### config.mk
export PLATFORM = sky130hd
export DESIGN_NAME = json_string_unescape_top
export DESIGN_NICKNAME = d
export VERILOG_FILES = /design/src/rtl/jsu_pkg.sv /design/src/rtl/jsu_front.sv /design/src/rtl/jsu_queue.sv /design/src/rtl/jsu_back.sv /design/src/rtl/json_string_unescape_top.sv
export VERILOG_INCLUDE_DIRS = /design/src /design/src/rtl
export SDC_FILE = /design/constraint.sdc
export NUM_CORES = 1
export LEC_CHECK = 0
export CAP_MARGIN = 5
export CORE_UTILIZATION = 50
export CTS_BUF_LIST = sky130_fd_sc_hd__clkbuf_8
export DETAILED_ROUTE_END_ITERATION = 10
export DONT_BUFFER_PORTS = 1
export PLACE_DENSITY = 0.77
export SYNTH_ARGS = -nofsm -noshare
export SYNTH_HDL_FRONTEND = slang
export SYNTH_SLANG_ARGS = --single-unit
### constraint.sdc
create_clock -name clk -period 4 [get_ports clk]
set_input_delay 0.6 -clock clk [delete_from_list [all_inputs] [get_ports clk]]
set_output_delay 0.6 -clock clk [all_outputs]
set_load 0.01 [all_outputs]
### src/rtl/json_string_unescape_top_macros.svh
// assertion macros shared by the json string unescape rtl
// depends on clk and rst_n being visible in the module that uses them
`ifndef JSON_STRING_UNESCAPE_TOP_MACROS_SVH
`define JSON_STRING_UNESCAPE_TOP_MACROS_SVH

// property that holds at every edge outside reset
`define JSU_ASSERT(lbl, prop, msg) \
  lbl: assert property (@(posedge clk) disable iff (!rst_n) prop) else $error(msg);

// condition that must be followed by another in the next cycle
`define JSU_ASSERT_NEXT(lbl, ante, cons, msg) \
  lbl: assert property (@(posedge clk) disable iff (!rst_n) (ante) |=> (cons)) else $error(msg);

`endif

### src/rtl/jsu_pkg.sv
// types, codes and helper functions for the json string unescape block
// no dependencies
package jsu_pkg;

  // input word: one byte of string body or end of text
  typedef struct packed {
    logic       op;
    logic [7:0] text_byte;
  } jsu_in_t;

  // result word: one decoded byte with status
  typedef struct packed {
    logic [7:0] out_byte;
    logic       byte_valid;
    logic [2:0] status;
    logic       last;
  } jsu_out_t;

  // status codes
  localparam logic [2:0] ST_RUN    = 3'd0;
  localparam logic [2:0] ST_CLOSED = 3'd1;
  localparam logic [2:0] ST_CTRL   = 3'd2;
  localparam logic [2:0] ST_ESC    = 3'd3;
  localparam logic [2:0] ST_UNI    = 3'd4;
  localparam logic [2:0] ST_UNTERM = 3'd5;

  // operation codes
  localparam logic OP_BYTE = 1'b0;
  localparam logic OP_END  = 1'b1;

  // characters of interest
  localparam logic [7:0] CH_QUOTE  = 8'h22;
  localparam logic [7:0] CH_BSLASH = 8'h5c;
  localparam logic [7:0] CH_SLASH  = 8'h2f;
  localparam logic [7:0] CH_U      = 8'h75;
  localparam logic [7:0] CH_SPACE  = 8'h20;

  // queue depth between front and back
  localparam int QUEUE_DEPTH_DEF = 2;

  // most bytes one input word can produce
  localparam int MAX_BYTES = 6;

  // utf-8 of the replacement character, first byte in slot 0
  localparam logic [2:0][7:0] REPL_UTF8 = {8'hbd, 8'hbf, 8'hef};
  localparam logic [20:0] CP_REPL = 21'h00fffd;

  // escape decoding phases
  typedef enum logic [11:0] {
    PH_NORMAL   = 12'b0000_0000_0001,
    PH_ESC      = 12'b0000_0000_0010,
    PH_HEX0     = 12'b0000_0000_0100,
    PH_HEX1     = 12'b0000_0000_1000,
    PH_HEX2     = 12'b0000_0001_0000,
    PH_HEX3     = 12'b0000_0010_0000,
    PH_HELD     = 12'b0000_0100_0000,
    PH_HELD_ESC = 12'b0000_1000_0000,
    PH_LOW0     = 12'b0001_0000_0000,
    PH_LOW1     = 12'b0010_0000_0000,
    PH_LOW2     = 12'b0100_0000_0000,
    PH_LOW3     = 12'b1000_0000_0000
  } jsu_phase_t;

  // one queue entry: all bytes produced by one input word
  typedef struct packed {
    logic [MAX_BYTES-1:0][7:0] bytes;
    logic [2:0]                cnt;     // zero means a single empty result
    logic [2:0]                status;
  } jsu_entry_t;

  // queue handshake between modules
  typedef struct packed {
    logic valid;
    logic ready;
  } jsu_hs_t;

  typedef struct packed {
    logic [2:0]      len;
    logic [3:0][7:0] bytes;
  } jsu_utf8_t;

  typedef struct packed {
    logic       ok;
    logic [3:0] val;
  } jsu_hex_t;

  typedef struct packed {
    logic [2:0] status;
    logic       emit;
    logic [7:0] data;
    logic       to_esc;
  } jsu_plain_t;

  typedef struct packed {
    logic [2:0] status;
    logic       emit;
    logic [7:0] data;
    logic       to_hex;
  } jsu_escd_t;

  // utf-8 encoding of a code point
  function automatic jsu_utf8_t utf8_enc(input logic [20:0] cp);
    jsu_utf8_t r;
    r = '0;
    if (cp < 21'h80) begin
      r.len      = 3'd1;
      r.bytes[0] = cp[7:0];
    end else if (cp < 21'h800) begin
      r.len      = 3'd2;
      r.bytes[0] = {3'b110, cp[10:6]};
      r.bytes[1] = {2'b10, cp[5:0]};
    end else if (cp < 21'h10000) begin
      r.len      = 3'd3;
      r.bytes[0] = {4'b1110, cp[15:12]};
      r.bytes[1] = {2'b10, cp[11:6]};
      r.bytes[2] = {2'b10, cp[5:0]};
    end else begin
      r.len      = 3'd4;
      r.bytes[0] = {5'b11110, cp[20:18]};
      r.bytes[1] = {2'b10, cp[17:12]};
      r.bytes[2] = {2'b10, cp[11:6]};
      r.bytes[3] = {2'b10, cp[5:0]};
    end
    return r;
  endfunction

  // hex digit value
  function automatic jsu_hex_t hex_digit(input logic [7:0] b);
    jsu_hex_t r;
    r.ok  = 1'b1;
    r.val = b[3:0];
    if (b inside {[8'h30:8'h39]}) begin
      r.val = b[3:0];
    end else if (b inside {[8'h61:8'h66], [8'h41:8'h46]}) begin
      r.val = 4'(b[2:0] + 3'd1) + 4'd8;
    end else begin
      r.ok = 1'b0;
    end
    return r;
  endfunction

  // plain text byte
  function automatic jsu_plain_t plain_byte(input logic [7:0] b);
    jsu_plain_t r;
    r.status = ST_RUN;
    r.emit   = 1'b0;
    r.data   = b;
    r.to_esc = 1'b0;
    if (b == CH_QUOTE) begin
      r.status = ST_CLOSED;
    end else if (b < CH_SPACE) begin
      r.status = ST_CTRL;
    end else if (b == CH_BSLASH) begin
      r.to_esc = 1'b1;
    end else begin
      r.emit = 1'b1;
    end
    return r;
  endfunction

  // character after a backslash
  function automatic jsu_escd_t esc_byte(input logic [7:0] b);
    jsu_escd_t r;
    r.status = ST_RUN;
    r.emit   = 1'b1;
    r.data   = b;
    r.to_hex = 1'b0;
    case (b)
      CH_QUOTE, CH_BSLASH, CH_SLASH: r.data = b;
      8'h62: r.data = 8'h08;
      8'h66: r.data = 8'h0c;
      8'h6e: r.data = 8'h0a;
      8'h72: r.data = 8'h0d;
      8'h74: r.data = 8'h09;
      CH_U: begin
        r.emit   = 1'b0;
        r.to_hex = 1'b1;
      end
      default: begin
        r.emit   = 1'b0;
        r.status = ST_ESC;
      end
    endcase
    return r;
  endfunction

endpackage

### src/rtl/jsu_front.sv
// front end: accepts input words, tracks escape state, builds queue entries
// depends on jsu_pkg and json_string_unescape_top_macros.svh
`include "json_string_unescape_top_macros.svh"

module jsu_front
  import jsu_pkg::*;
(
  input  logic       clk,
  input  logic       rst_n,
  input  logic       in_valid,
  output logic       in_ready,
  input  jsu_in_t    in_data,
  output jsu_entry_t q_entry,
  output jsu_hs_t    q_push,
  input  logic       q_ready
);

  jsu_phase_t  phase_r, phase_nxt;
  logic [15:0] hex_r, hex_nxt;
  logic [9:0]  held_r, held_nxt;

  logic        push;
  logic [7:0]  b;
  logic [2:0]  st;
  logic        pre;
  logic        raw_en;
  logic [7:0]  raw;
  logic        cp_en;
  logic [20:0] cp;
  jsu_hex_t    hx;
  logic [2:0]  gather_st;
  logic [15:0] hex_shift;
  jsu_plain_t  pl;
  jsu_escd_t   es;
  jsu_utf8_t   enc;
  logic [2:0]  b_len;
  logic [3:0][7:0] b_bytes;

  assign in_ready     = q_ready;
  assign push         = in_valid && q_ready;
  assign q_push.valid = in_valid;
  assign q_push.ready = push;
  assign b            = in_data.text_byte;

  // hex digit gathering shared by both escape code units
  assign hx        = hex_digit(b);
  assign gather_st = (b < CH_SPACE) ? ST_CTRL : (!hx.ok ? ST_UNI : ST_RUN);
  assign hex_shift = {hex_r[11:0], hx.val};
  assign pl        = plain_byte(b);
  assign es        = esc_byte(b);

  // next state and the code units to emit
  always_comb begin
    phase_nxt = phase_r;
    hex_nxt   = hex_r;
    held_nxt  = held_r;
    st        = ST_RUN;
    pre       = 1'b0;
    raw_en    = 1'b0;
    raw       = b;
    cp_en     = 1'b0;
    cp        = '0;
    if (in_data.op == OP_END) begin
      st = ST_UNTERM;
    end else begin
      case (phase_r)
        PH_ESC: begin
          st        = es.status;
          raw_en    = es.emit;
          raw       = es.data;
          phase_nxt = es.to_hex ? PH_HEX0 : PH_NORMAL;
          if (es.to_hex) hex_nxt = '0;
        end
        PH_HEX0, PH_HEX1, PH_HEX2, PH_LOW0, PH_LOW1, PH_LOW2: begin
          st      = gather_st;
          hex_nxt = hex_shift;
          case (phase_r)
            PH_HEX0: phase_nxt = PH_HEX1;
            PH_HEX1: phase_nxt = PH_HEX2;
            PH_HEX2: phase_nxt = PH_HEX3;
            PH_LOW0: phase_nxt = PH_LOW1;
            PH_LOW1: phase_nxt = PH_LOW2;
            default: phase_nxt = PH_LOW3;
          endcase
        end
        PH_HEX3, PH_LOW3: begin
          st        = gather_st;
          hex_nxt   = hex_shift;
          phase_nxt = PH_NORMAL;
          cp_en     = 1'b1;
          cp        = {5'd0, hex_shift};
          if (phase_r == PH_LOW3 && hex_shift[15:10] == 6'b110111) begin
            // completed surrogate pair
            cp = 21'h10000 + {1'b0, held_r, hex_shift[9:0]};
          end else begin
            // unpaired high surrogate is replaced before this code
            pre = (phase_r == PH_LOW3);
            if (hex_shift[15:10] == 6'b110110) begin
              cp_en     = 1'b0;
              held_nxt  = hex_shift[9:0];
              phase_nxt = PH_HELD;
            end else if (hex_shift[15:10] == 6'b110111) begin
              cp = CP_REPL;
            end
          end
        end
        PH_HELD: begin
          if (b == CH_BSLASH) begin
            phase_nxt = PH_HELD_ESC;
          end else begin
            pre       = 1'b1;
            st        = pl.status;
            raw_en    = pl.emit;
            phase_nxt = PH_NORMAL;
          end
        end
        PH_HELD_ESC: begin
          if (b == CH_U) begin
            phase_nxt = PH_LOW0;
            hex_nxt   = '0;
          end else begin
            pre       = 1'b1;
            st        = es.status;
            raw_en    = es.emit;
            raw       = es.data;
            phase_nxt = PH_NORMAL;
          end
        end
        default: begin
          st        = pl.status;
          raw_en    = pl.emit;
          phase_nxt = pl.to_esc ? PH_ESC : PH_NORMAL;
        end
      endcase
    end
    // any end status clears the state; errors drop the bytes
    if (st != ST_RUN) begin
      phase_nxt = PH_NORMAL;
      hex_nxt   = '0;
      held_nxt  = '0;
      if (st != ST_CLOSED) begin
        pre    = 1'b0;
        raw_en = 1'b0;
        cp_en  = 1'b0;
      end
    end
  end

  // utf-8 of the main code unit
  assign enc = utf8_enc(cp);

  always_comb begin
    b_bytes = enc.bytes;
    b_len   = '0;
    if (raw_en) begin
      b_bytes    = '0;
      b_bytes[0] = raw;
      b_len      = 3'd1;
    end else if (cp_en) begin
      b_len = enc.len;
    end
  end

  // pack the replacement prefix and the main bytes into one entry
  always_comb begin
    q_entry        = '0;
    q_entry.status = st;
    q_entry.cnt    = (pre ? 3'd3 : 3'd0) + b_len;
    for (int k = 0; k < MAX_BYTES; k++) begin
      if (pre) begin
        if (k < 3) begin
          q_entry.bytes[k] = REPL_UTF8[k];
        end else if (3'(k - 3) < b_len) begin
          q_entry.bytes[k] = b_bytes[k - 3];
        end
      end else if (k < 4 && 3'(k) < b_len) begin
        q_entry.bytes[k] = b_bytes[k];
      end
    end
  end

  // state registers
  always_ff @(posedge clk) begin
    if (!rst_n) begin
      phase_r <= PH_NORMAL;
      hex_r   <= '0;
      held_r  <= '0;
    end else if (push) begin
      phase_r <= phase_nxt;
      hex_r   <= hex_nxt;
      held_r  <= held_nxt;
    end
  end

  `JSU_ASSERT_NEXT(a_end_resets_phase, push && in_data.op == OP_END, phase_r == PH_NORMAL, "end of text left escape state")
  `JSU_ASSERT(a_error_drops_bytes, (push && q_entry.status != ST_RUN && q_entry.status != ST_CLOSED) |-> q_entry.cnt == 3'd0, "error word carries bytes")
  `JSU_ASSERT(a_cnt_bound, push |-> q_entry.cnt <= 3'(MAX_BYTES), "entry byte count too large")

endmodule

### src/rtl/jsu_queue.sv
// short queue of decoded entries between front and back
// depends on jsu_pkg and json_string_unescape_top_macros.svh
`include "json_string_unescape_top_macros.svh"

module jsu_queue
  import jsu_pkg::*;
#(
  parameter int DEPTH = QUEUE_DEPTH_DEF
) (
  input  logic       clk,
  input  logic       rst_n,
  input  jsu_hs_t    push,
  output logic       push_ready,
  input  jsu_entry_t wr_entry,
  output logic       head_valid,
  output jsu_entry_t head,
  input  logic       pop
);

  localparam int PW = (DEPTH > 1) ? $clog2(DEPTH) : 1;
  localparam int CW = $clog2(DEPTH + 1);

  jsu_entry_t     mem_r [DEPTH];
  logic [PW-1:0]  wr_ptr_r, rd_ptr_r;
  logic [CW-1:0]  count_r, count_nxt;
  logic           do_push, do_pop;

  assign push_ready = (count_r != CW'(DEPTH));
  assign head_valid = (count_r != '0);
  assign head       = mem_r[rd_ptr_r];
  assign do_push    = push.ready;
  assign do_pop     = pop && head_valid;

  always_comb begin
    count_nxt = count_r;
    if (do_push && !do_pop) count_nxt = count_r + 1'b1;
    else if (!do_push && do_pop) count_nxt = count_r - 1'b1;
  end

  // entry storage
  always_ff @(posedge clk) begin
    if (do_push) mem_r[wr_ptr_r] <= wr_entry;
  end

  // pointers and fill level
  always_ff @(posedge clk) begin
    if (!rst_n) begin
      wr_ptr_r <= '0;
      rd_ptr_r <= '0;
      count_r  <= '0;
    end else begin
      count_r <= count_nxt;
      if (do_push) wr_ptr_r <= (wr_ptr_r == PW'(DEPTH - 1)) ? '0 : wr_ptr_r + 1'b1;
      if (do_pop)  rd_ptr_r <= (rd_ptr_r == PW'(DEPTH - 1)) ? '0 : rd_ptr_r + 1'b1;
    end
  end

  `JSU_ASSERT(a_q_bound, count_r <= CW'(DEPTH), "queue fill beyond depth")
  `JSU_ASSERT(a_q_no_overrun, push.ready |-> push_ready && push.valid, "push into full queue")
  `JSU_ASSERT(a_q_no_underrun, pop |-> head_valid, "pop from empty queue")

endmodule

### src/rtl/jsu_back.sv
// back end: walks each entry byte by byte into the output register
// depends on jsu_pkg and json_string_unescape_top_macros.svh
`include "json_string_unescape_top_macros.svh"

module jsu_back
  import jsu_pkg::*;
(
  input  logic       clk,
  input  logic       rst_n,
  input  logic       head_valid,
  input  jsu_entry_t head,
  output logic       pop,
  output logic       out_valid,
  input  logic       out_ready,
  output jsu_out_t   out_data
);

  logic       out_valid_r;
  jsu_out_t   out_r, out_nxt;
  logic [2:0] idx_r, idx_nxt;
  logic [2:0] nres;
  logic       load;
  logic       is_last;

  assign nres    = (head.cnt == '0) ? 3'd1 : head.cnt;
  assign load    = head_valid && (!out_valid_r || out_ready);
  assign is_last = (idx_r + 3'd1 == nres);
  assign pop     = load && is_last;

  // next result word from the head entry
  always_comb begin
    out_nxt            = '0;
    out_nxt.byte_valid = (head.cnt != '0);
    out_nxt.out_byte   = (head.cnt != '0) ? head.bytes[idx_r] : 8'd0;
    out_nxt.status     = head.status;
    out_nxt.last       = is_last;
    idx_nxt            = idx_r;
    if (pop) idx_nxt = '0;
    else if (load) idx_nxt = idx_r + 3'd1;
  end

  // output register and byte index
  always_ff @(posedge clk) begin
    if (!rst_n) begin
      out_valid_r <= 1'b0;
      idx_r       <= '0;
    end else begin
      idx_r <= idx_nxt;
      if (load) out_valid_r <= 1'b1;
      else if (out_ready) out_valid_r <= 1'b0;
    end
  end

  always_ff @(posedge clk) begin
    if (load) out_r <= out_nxt;
  end

  assign out_valid = out_valid_r;
  assign out_data  = out_r;

  `JSU_ASSERT(a_empty_is_last, (out_valid_r && !out_r.byte_valid) |-> out_r.last, "empty result not last")
  `JSU_ASSERT(a_error_no_byte, (out_valid_r && out_r.status != ST_RUN && out_r.status != ST_CLOSED) |-> !out_r.byte_valid, "error word carries a byte")
  `JSU_ASSERT_NEXT(a_word_continues, out_valid_r && out_ready && !out_r.last, out_valid_r, "gap inside one word's results")

endmodule

### src/rtl/json_string_unescape_top.sv
// top level of the json string unescape block
// depends on jsu_pkg, jsu_front, jsu_queue and jsu_back
//
// Decodes the body of a JSON string, one byte per input word, into UTF-8
// result words. The front end takes a new word every cycle while the queue
// has room and resolves escapes and surrogate pairs in that cycle; the back
// end emits one result word per cycle while out_ready is high, from the
// queue through its output register. A word that yields one result (plain
// bytes, simple escapes, hex digits, errors) therefore sustains one word
// per cycle; a word that yields n bytes (n up to 6, for \u escapes and
// replaced surrogates) holds the output until all n bytes are taken, and
// the queue of QUEUE_DEPTH entries lets the input run ahead meanwhile. Each
// result passes through a queue entry and the output register in turn.
// After the closing quote, end of text or any error the decoder is back in
// its start state for the next string.

module json_string_unescape_top
  import jsu_pkg::*;
#(
  parameter int QUEUE_DEPTH = QUEUE_DEPTH_DEF
) (
  input  logic     clk,
  input  logic     rst_n,
  input  logic     in_valid,
  output logic     in_ready,
  input  jsu_in_t  in_data,
  output logic     out_valid,
  input  logic     out_ready,
  output jsu_out_t out_data
);

  jsu_entry_t q_entry;
  jsu_entry_t head;
  jsu_hs_t    q_push;
  logic       q_ready;
  logic       head_valid;
  logic       pop;

  // escape tracking and entry build
  jsu_front u_front (
    .clk      (clk),
    .rst_n    (rst_n),
    .in_valid (in_valid),
    .in_ready (in_ready),
    .in_data  (in_data),
    .q_entry  (q_entry),
    .q_push   (q_push),
    .q_ready  (q_ready)
  );

  // decoupling queue
  jsu_queue #(
    .DEPTH (QUEUE_DEPTH)
  ) u_queue (
    .clk        (clk),
    .rst_n      (rst_n),
    .push       (q_push),
    .push_ready (q_ready),
    .wr_entry   (q_entry),
    .head_valid (head_valid),
    .head       (head),
    .pop        (pop)
  );

  // byte serialiser and output register
  jsu_back u_back (
    .clk        (clk),
    .rst_n      (rst_n),
    .head_valid (head_valid),
    .head       (head),
    .pop        (pop),
    .out_valid  (out_valid),
    .out_ready  (out_ready),
    .out_data   (out_data)
  );

endmodule
==> run_results.csv <==
group,metric,value,unit
worst_hold_path,holdCritPathClass,"in2reg",
yosys,postSynthCellCount,710,
timing,layout_worst_path_cycle_share,0.8919,
worst_setup_path,critical_path.top_delay_family,"simple AND/OR/NAND/NOR gates",
pwr,power_leakage,3.025,nW
routing,route.final.wire_length,19.70,mm
final_layout,final_area,0.008765,mm²
run,count_of_maximum_capacitance_violations,0,
yosys,mappedNetlistNets,732,
worst_setup_path,setup.worst_path.start_class,"flop",
global_routing,grt_first_pass_wirelength,31.68,mm
timing,tightestPinTransition,1194,ps
worst_setup_path,setup.worst_path.end_class,"flop",
timing,hold_viol,0,
worst_setup_path,cp.arrival,3760,ps
clock_tree,hold_buffers,0,
routing,drc_errors,0,
timing,timing_max_transition_violations_final,0,
timing,worst_clock_skew,15.69,ps
worst_setup_path,crit_path_max_delay_cell_type,"sky130_fd_sc_hd__or4_1",
floorplanning,die_area,0.01681,mm²
global_routing,first_global_vias,5741,
yosys,syn-mean-instance-area,11.48,µm²
timing,fin_worst_hold_slack,257.4,ps
yosys,netlist.area_leader.share,0.4165,
yosys,post_synth_design_cell_area,0.008148,mm²
place,pre_cts_slack,478.5,ps
global_routing,grt_remaining_overflow,0,
yosys,ys_top_cells_by_count,"sky130_fd_sc_hd__edfxtp_1, sky130_fd_sc_hd__nor2_1, sky130_fd_sc_hd__nand2_1, sky130_fd_sc_hd__dfxtp_1, sky130_fd_sc_hd__o21ai_0",
yosys,synthDistinctLibCells,88,
floorplanning,floorplan.rows,46,
timing,timing.setup.tns,0,ps
clock_tree,ctsResizeCount,0,
yosys,yosysWarningCount,0,
routing,antenna_left,0,
clock_tree,cts_buffer_depth,2,
floorplanning,die-width,129.7,µm
routing,avgRoutedWirePerCell,21.09,µm
routing,post_drt_via_cell_ratio,6.333,
worst_setup_path,cpPeakStageDelay,680,ps
floorplanning,chipHeight,129.7,µm
floorplanning,coreArea,0.01589,mm²
timing,rsz0062_at_grt,"no",
clock_tree,post_cts.repair.setup_buffers,0,
routing,vias,5915,
pwr,vdd_ir_drop_max,0.2628,mV
place,gp_congestion,0.9305,
routing,drt_first_pass_iters,5,
timing,slew-limit-headroom,0.2039,
floorplanning,num_io_pins,28,
routing,drt_first_iter_violations,491,
place,numPortBuffers,0,
place,detailed_place.area,0.008352,mm²
clock_tree,clock_latency,460,ps
yosys,yosysMostFrequentCell,"sky130_fd_sc_hd__edfxtp_1",
worst_setup_path,cp_max_fo,14,
pwr,p_per_area,486.0,mW/mm²
final_layout,area_delta_synth_final,7.571,%
yosys,ys_seq_area_frac,0.5221,
timing,finalWorstSetupSlack,432.4,ps
clock_tree,worst_setup_hold_path_clk_slew,100,ps
clock_tree,clk_root_buffer_cell,"sky130_fd_sc_hd__clkbuf_8",
yosys,synthTopCellsByArea,"sky130_fd_sc_hd__edfxtp_1, sky130_fd_sc_hd__dfxtp_1, sky130_fd_sc_hd__mux4_2, sky130_fd_sc_hd__nor2_1, sky130_fd_sc_hd__nand2_1",
yosys,synth_enable_flop_cells,113,
final_layout,drive_gt1_frac,0.1504,
yosys,synthFlopType,"sky130_fd_sc_hd__edfxtp_1",
timing,crit_path_time_final,3568,ps
global_routing,overall_global_routing_usage,0.2515,
worst_setup_path,worst-path-buf-inv,1,
clock_tree,cts_tree,"done",
clock_tree,cts_made_buffers,17,
worst_setup_path,worstPathRequired,4190,ps
floorplanning,initial_utilization,0.5129,
global_routing,antenna_violations_before_repair,0,
yosys,yosys_register_bits,156,
clock_tree,cts-htree-levels,4,
final_layout,antenna_cells_inserted,0,
clock_tree,clock-sinks,156,
timing,setup-violations-final,0,
global_routing,pin_count_of_the_biggest_net_entering_global_routing,51,
final_layout,nets_finish,727,
worst_setup_path,crit_path_cell_trace,"nor4b_2 -> nand4_2 -> or4_1 -> o21a_2 -> nand3b_4 -> nor2_1 -> o21ai_0 -> ha_1 -> inv_1 -> fa_1 -> xor2_1",
worst_setup_path,path_class,"reg2reg",
yosys,synth_top_cell_by_area,"sky130_fd_sc_hd__edfxtp_1",
yosys,asyncSetResetFlopFracSynth,0,
timing,max_freq,0.2803,GHz
place,hpwl,14.50,mm
outcome,status,"finished, final reports clean",
[per-layer routing]
metal  vias to the layer above  global-route usage  routed length, µm
li1                       2711                   -                  -
met1                      2874              0.3379               8389
met2                       271              0.4030               9394
met3                        59             0.04913               1361
met4                         0             0.09713                553
met5                         -                   0                  0
[sequential cells by signal, indices dropped and copies added, names as in the netlist, named ones only]
register	flops
u_back.idx_r	3
u_back.out_data	13
u_back.out_valid	1
u_front.held_r	10
u_front.hex_r	12
u_front.phase_r	12
u_queue.count_r	2
u_queue.mem_r	100
u_queue.rd_ptr_r	1
u_queue.wr_ptr_r	1
[kinds of logic (layout without fill, tap and decap cells)]
group / after synthesis / in the layout / share of synthesized area
and+or+nand+nor: 252 / 252 / 0.1715
AOI/OAI and AO/OA: 172 / 172 / 0.1560
DFF: 156 / 156 / 0.5221
buffers and inverters: 63 / 71 / 0.03363
muxes: 42 / 42 / 0.08477
xor gates and xnor gates: 16 / 16 / 0.01720
adders and majority gates: 9 / 9 / 0.01474
[worst register-to-register path, stage by stage, from the launching register on]
cell and delay [ps]:
sky130_fd_sc_hd__dfxtp_1 520, sky130_fd_sc_hd__nor4b_2 400, sky130_fd_sc_hd__nand4_2 260, sky130_fd_sc_hd__or4_1 680, sky130_fd_sc_hd__o21a_2 230, sky130_fd_sc_hd__nand3b_4 180, sky130_fd_sc_hd__nor2_1 90, sky130_fd_sc_hd__o21ai_0 190
sky130_fd_sc_hd__ha_1 160, sky130_fd_sc_hd__inv_1 40, sky130_fd_sc_hd__fa_1 370, sky130_fd_sc_hd__xor2_1 180
[metrics by stage]
step / power, W / std cells / util
5_1_grt: 0.004464 / 934 / 0.5517
2_1_floorplan: 0.002868 / 710 / -
3_3_place_gp: 0.003048 / 902 / 0.5258
3_5_place_dp: 0.003095 / 902 / 0.5258
6_report: 0.004259 / 934 / 0.5517
4_1_cts: 0.004291 / 934 / 0.5517
[area by class of cell]
cell class | instances | area (µm²)
fillers | 1369 | 7121
flip-flops and latches | 156 | 4255
multi-input cells | 491 | 3635
well taps | 216 | 270.3
clock buffers | 17 | 234.0
clock inverters | 15 | 178.9
inverters | 27 | 101.3
repair buffers | 12 | 90.09
[worst paths after layout]
kind | endpoint | startpoint | cells past startpoint | slack (ps)
setup reg to reg | u_queue.mem_r[0][5]$_DFFE_PP_ | u_front.phase_r[11]$_SDFFE_PN0P_ | 11 | 430
hold reg to reg | u_front.held_r[4]$_SDFFE_PN0P_ | u_front.held_r[4]$_SDFFE_PN0P_ | 1 | 490
setup / recovery | u_queue.mem_r[0][5]$_DFFE_PP_ | u_front.phase_r[11]$_SDFFE_PN0P_ | 11 | 430
hold / removal | u_back.out_valid$_SDFFE_PN0P_ | rst_n | 1 | 260
[report_power, final]
group          internal [W]  switching [W]  total (W)
sequential          0.00205       0.000148    0.00219
combinational      0.000380       0.000470   0.000851
clock              0.000578       0.000637    0.00121
total               0.00300        0.00125    0.00426
[placed cells by master (no fill, tap or decap), drive strengths merged, types with 8 or more instances in the layout]
cell type  instances
buf               12
nor2b             11
nor2              59
dfxtp             43
and2              19
inv               36
xnor2              8
ha                 8
o22ai             14
edfxtp           113
xor2               8
nand2             57
nor4               8
a22o              18
a21oi             24
clkbuf            17
nand2b            11
and3               9
mux2i             15
nor3              18
nand3             21
mux4              21
o21ai             50
Power figures use the tool's default switching activity.
